$ cat src/rtl/whirlpool_compression_macros.svh
// Assertion macros for the Whirlpool compression block.
`ifndef WHIRLPOOL_COMPRESSION_MACROS_SVH
`define WHIRLPOOL_COMPRESSION_MACROS_SVH
`ifndef SYNTHESIS
`define WPC_ASSERT_IMPL(label, clk, rst_n, prop, msg) \
    label: assert property (@(posedge clk) disable iff (!rst_n) prop) else $error(msg);
`define WPC_ASSERT_NEXT(label, clk, rst_n, cond, nxt, msg) \
    label: assert property (@(posedge clk) disable iff (!rst_n) (cond) |=> (nxt)) \
        else $error(msg);
`else
`define WPC_ASSERT_IMPL(label, clk, rst_n, prop, msg)
`define WPC_ASSERT_NEXT(label, clk, rst_n, cond, nxt, msg)
`endif
`endif

$ cat src/rtl/wpc_pkg.sv
// ----------------------------------------------------------------------------
// wpc_pkg
// Types, constants and round functions shared by the Whirlpool block.
// ----------------------------------------------------------------------------
package wpc_pkg;
    localparam int RoundCount = 10;
    localparam int RndW = $clog2(RoundCount);
    typedef logic [63:0] t_row;
    typedef t_row [7:0] t_state;
    typedef struct packed {
        t_state msg;
        logic   start;
        logic   last;
    } t_job;

    localparam logic [3:0] EBOX [16] = '{4'd1, 4'd11, 4'd9, 4'd12, 4'd13, 4'd6,
        4'd15, 4'd3, 4'd14, 4'd8, 4'd7, 4'd4, 4'd10, 4'd2, 4'd5, 4'd0};
    localparam logic [3:0] EIBOX [16] = '{4'd15, 4'd0, 4'd13, 4'd7, 4'd11, 4'd14,
        4'd5, 4'd10, 4'd9, 4'd2, 4'd12, 4'd1, 4'd3, 4'd4, 4'd8, 4'd6};
    localparam logic [3:0] RBOX [16] = '{4'd7, 4'd12, 4'd11, 4'd13, 4'd14, 4'd4,
        4'd9, 4'd15, 4'd6, 4'd3, 4'd8, 4'd10, 4'd2, 4'd5, 4'd1, 4'd0};
    localparam logic [7:0] GfPoly = 8'h1D;
    localparam logic [3:0] MDS [8] = '{4'd1, 4'd1, 4'd4, 4'd1, 4'd8, 4'd5, 4'd2, 4'd9};

    function automatic logic [7:0] sbox(input logic [7:0] u);
        logic [3:0] l, r, t;
        l = EBOX[u[7:4]];
        r = EIBOX[u[3:0]];
        t = RBOX[l ^ r];
        return {EBOX[l ^ t], EIBOX[r ^ t]};
    endfunction

    function automatic logic [7:0] gf_dbl(input logic [7:0] a);
        return {a[6:0], 1'b0} ^ (a[7] ? GfPoly : 8'h00);
    endfunction

    function automatic logic [7:0] gf_mul(input logic [7:0] a, input logic [3:0] c);
        logic [7:0] acc, p;
        acc = '0;
        p = a;
        for (int b = 0; b < 4; b++) begin
            if (c[b]) acc = acc ^ p;
            p = gf_dbl(p);
        end
        return acc;
    endfunction

    function automatic t_state wround(input t_state x);
        logic [7:0] a [8][8];
        logic [7:0] s [8][8];
        logic [7:0] acc;
        t_state o;
        for (int i = 0; i < 8; i++)
            for (int j = 0; j < 8; j++)
                a[i][j] = sbox(x[i][63-8*j -: 8]);
        for (int i = 0; i < 8; i++)
            for (int j = 0; j < 8; j++)
                s[i][j] = a[(i - j + 8) % 8][j];
        for (int i = 0; i < 8; i++)
            for (int j = 0; j < 8; j++) begin
                acc = '0;
                for (int d = 0; d < 8; d++)
                    acc = acc ^ gf_mul(s[i][(j - d + 8) % 8], MDS[d]);
                o[i][63-8*j -: 8] = acc;
            end
        return o;
    endfunction

    function automatic t_row rconst(input logic [RndW-1:0] r);
        t_row v;
        for (int j = 0; j < 8; j++)
            v[63-8*j -: 8] = sbox(8'({r, 3'(j)}));
        return v;
    endfunction
endpackage

$ cat src/rtl/wpc_front.sv
// ----------------------------------------------------------------------------
// wpc_front
// Accepts items and holds them in a two-entry queue for the round engine.
// ----------------------------------------------------------------------------
module wpc_front (
    input  logic          i_clk,
    input  logic          i_rst_n,
    input  logic          i_valid,
    output logic          o_stall,
    input  wpc_pkg::t_job i_job,
    output logic          o_valid,
    input  logic          i_take,
    output wpc_pkg::t_job o_job
);
    import wpc_pkg::*;
    t_job r_q [2];
    logic r_wp, r_rp;
    logic [1:0] r_cnt;
    logic push, pop;

    assign o_stall = (r_cnt == 2'd2);
    assign push = i_valid && !o_stall;
    assign o_valid = (r_cnt != 2'd0);
    assign pop = o_valid && i_take;
    assign o_job = r_q[r_rp];

    always_ff @(posedge i_clk) begin
        if (push) r_q[r_wp] <= i_job;
        if (!i_rst_n) begin
            r_wp <= 1'b0;
            r_rp <= 1'b0;
            r_cnt <= '0;
        end else begin
            if (push) r_wp <= ~r_wp;
            if (pop) r_rp <= ~r_rp;
            r_cnt <= r_cnt + 2'(push) - 2'(pop);
        end
    end
endmodule

$ cat config.mk
export PLATFORM = sky130hd
export DESIGN_NAME = wpc_front
export DESIGN_NICKNAME = d
export VERILOG_FILES = /design/src/rtl/whirlpool_compression_macros.svh /design/src/rtl/wpc_pkg.sv /design/src/rtl/wpc_front.sv
export SDC_FILE = /design/constraint.sdc
export NUM_CORES = 1
export LEC_CHECK = 0
export BUFFER_PORTS_ARGS = -buffer_cell sky130_fd_sc_hd__buf_2
export CORE_AREA = 2 2 403 405
export CTS_CLUSTER_SIZE = 20
export DETAILED_ROUTE_END_ITERATION = 12
export DIE_AREA = 0 0 405 407
export GPL_ROUTABILITY_DRIVEN = 0
export PLACE_DENSITY = 0.39
export SLEW_MARGIN = 20
export SYNTH_ARGS = -nofsm -noshare
export SYNTH_HDL_FRONTEND = slang
export SYNTH_SLANG_ARGS = --single-unit
$ cat constraint.sdc
create_clock -name i_clk -period 30.2 [get_ports i_clk]
set_input_delay 1.51 -clock i_clk [delete_from_list [all_inputs] [get_ports i_clk]]
set_output_delay 1.51 -clock i_clk [all_outputs]
set_load 0.03 [all_outputs]
==> metrics.txt <==
register area share after synthesis 0.7880; DP HPWL 81.12 mm; FP Rows 147; Slew @ Worst Pin 1.164 ns; CTS tree built; Starting Density 0.2453; Max-Cap Viols 0; DRT antenna net count 0; Post-synth top cells edfxtp_1 (1028), mux2_4 (460), mux2_2 (54); ys async rst share 0; CP required 30.54 ns; PortBufs 1033; combinational power share 0.308; Mapped Cells 1625; Hold Startpoint r_rp$_SDFFE_PN0P_; Post-synth EDFFs 1028; GRT Total Usage 0.1296; critical path peak fanout 71; Yosys cell types 19; core area 160200 sq um; initial antenna violation count 92; top cells by area, synth edfxtp_1 (79%), mux2_4 (18%), mux2_2 (1.5%); Die X 405 um; clock share of power 0.290; I/O pin total 1034; H-Tree Depth 3; Post-CTS Setup Inserts 0; largest area contributor in the netlist edfxtp_1; Avg WL per Cell 22.49 um; Hold-fix buffers, CTS 0; clock transition at the registers of the reported paths 0.06 ns; Final Util 0.3146; synthesized area 39300 sq um; die height 407 um; post-layout minimum cycle time 5.466 ns; arrival time at the worst endpoint 5.80 ns; final clock skew 0.02655 ns; Int Pwr 0.003095 W; Max Freq 0.1829 GHz; Mean Syn Cell Area 24.19 sq um; vias in the first global route 21187; Fin Hold WS 0.5142 ns; status complete, no violations; Tcrit/Tclk final 0.1810; Starting DRT DRC Count 891; power after layout 0.004617 W; area grow syn2layout 28.25%; reg-to-reg slack, setup 25.13 ns; die footprint 164800 sq um; gr ovfl total 0; capturing point of the worst reg2reg path r_q[0][318]$_DFFE_PP_; Synth Flop Type edfxtp_1; final worst slack 24.73 ns; Clk Latency, worst-skew pair 0.70 ns; global-route wire length before repair 151.9 mm; pre-CTS WS 23.79 ns; relative slew slack 0.2238; Synth Net Count 2145; pwr dens 91.59 nW/um^2; hold path cells 2; startpoint type of the worst setup path input port; Critical Path End Type register; worst setup path category input port to register; Setup TNS 0 ns; Peak supply drop 51.00 uV; CTS root buf clkbuf_16; Leak 19.16 nW; total net switching power 0.001522 W; RSZ-0062 raised after global routing no; final WL 112.7 mm; Via Count 19704; via density per instance 3.933; DR DRC count 0; share of layout cells above drive strength 1 0.6086; Final Hold Fails 0; Synth top area share 0.7854; clock buffer depth 3; # nets final 3263; cts bufs inserted 117; Pre-antenna DRT Iters 5; Setup Viol. Count Final 0; Synth Register Bits 1033; CTS resizes 0; largest net degree at the start of global routing 143; most common cell in the netlist edfxtp_1; switching share of power 0.3296; register share of total power 0.402; Fillers 15769; worst-case reg-to-reg path depth 7; Synth Warn # 0; Worst Hold Class register to register; Final Max Tran Viols 0; clk sink count 1033; RR Startpoint r_cnt[0]$_SDFF_PN0_
## how the worst max path moves through the flow
stage	startpoint	to	slack, ns
CTS	register	o_job[32]	24.35
global route	i_valid	r_q[0][318]$_DFFE_PP_	24.38
global placement	i_valid	r_q[0][318]$_DFFE_PP_	23.92
floorplan	i_valid	r_q[0][0]$_DFFE_PP_	5.94
detailed placement	i_valid	r_q[0][290]$_DFFE_PP_	23.79
finish	i_valid	r_q[0][318]$_DFFE_PP_	24.73
## state kept, by name, indices dropped and copies added (netlist names), named ones only
register / cells
r_cnt: 2
r_wp: 1
r_q: 1028
r_rp: 1
## power by group through the flow
stage               Combinational (W)  Sequential [W]  Clock (W)
floorplan                     0.00105         0.00203          0
global placement              0.00144         0.00188          0
detailed placement            0.00145         0.00189          0
CTS                           0.00145         0.00186    0.00139
global route                  0.00150         0.00187    0.00144
finish                        0.00142         0.00185    0.00134
## per-layer routing
metal,vias up,part of all wire,track usage
met3,291,0.10,0.05999
met5,-,0.0042,0
met1,9790,0.33,0.1251
met4,74,0.029,0.04176
met2,770,0.53,0.2416
li1,8779,-,-
## placed cells by master, fill, tap and decap left out
cell type | netlist | routed
mux2i_1 | 1 | 1
or2_2 | 1 | 1
buf_4 | 0 | 17
buf_2 | 5 | 1033
mux2_2 | 54 | 54
clkinv_4 | 0 | 1
xor2_1 | 1 | 1
inv_6 | 0 | 2
and2_1 | 1 | 1
nand2_1 | 2 | 2
nor2_1 | 4 | 3
nand2b_1 | 2 | 2
diode_2 | 0 | 19
clkinv_16 | 0 | 2
buf_6 | 32 | 1
xnor2_1 | 2 | 2
dfxtp_1 | 5 | 4
clkinvlp_4 | 0 | 3
buf_16 | 0 | 1
nor2_4 | 0 | 1
clkinv_2 | 0 | 14
clkbuf_16 | 0 | 117
bufinv_16 | 0 | 8
clkinv_1 | 0 | 36
ha_1 | 2 | 2
inv_16 | 0 | 2
inv_1 | 3 | 3
dfxtp_4 | 0 | 1
clkbuf_1 | 0 | 22
buf_12 | 0 | 4
mux2_4 | 460 | 460
edfxtp_1 | 1028 | 1028
and3_4 | 0 | 1
o21a_1 | 1 | 1
## per-stage QoR
| step | cell area [sq um] | std cells |
|---|---|---|
| 6_report | 50410 | 5010 |
| 5_1_grt | 50380 | 4998 |
| 4_1_cts | 50310 | 4989 |
| 3_5_place_dp | 46700 | 4782 |
| 3_3_place_gp | 46700 | 4782 |
| 2_1_floorplan | 39300 | 1625 |
## worst max-delay path, cell delays in order
cell,delay [ns]
buf_2,0.13
nand2_1,0.15
nor2_4,0.68
buf_4,0.76
buf_4,0.91
buf_4,0.87
buf_4,0.62
## kinds of logic (layout without fill, tap and decap cells)
logic type      count (synthesis)  count (layout)  share of synthesized area
flops                        1033            1033                     0.7880
other cells                     0              19                          0
buf+inv                        60            1266                    0.01773
fa+ha+maj                       2               2                  0.0006366
simple gates                   11              11                   0.001369
xor+xnor                        3               3                  0.0006686
compound gates                  1               1                  0.0001911
mux                           515             515                     0.1914
## area by class of cell
type                       count  area, sq um  area share
sequential                  1033        30970      0.6145
multi-input combinational    532         7650      0.1518
timing repair buffer        1056         5416      0.1075
clock buffer                 139         3010     0.05972
tap                         2160         2703     0.05362
clock inverter                68        594.3     0.01179
antenna                       19        47.55   0.0009433
inverter                       3        11.26   0.0002234
(Power assumes the default switching activity.)
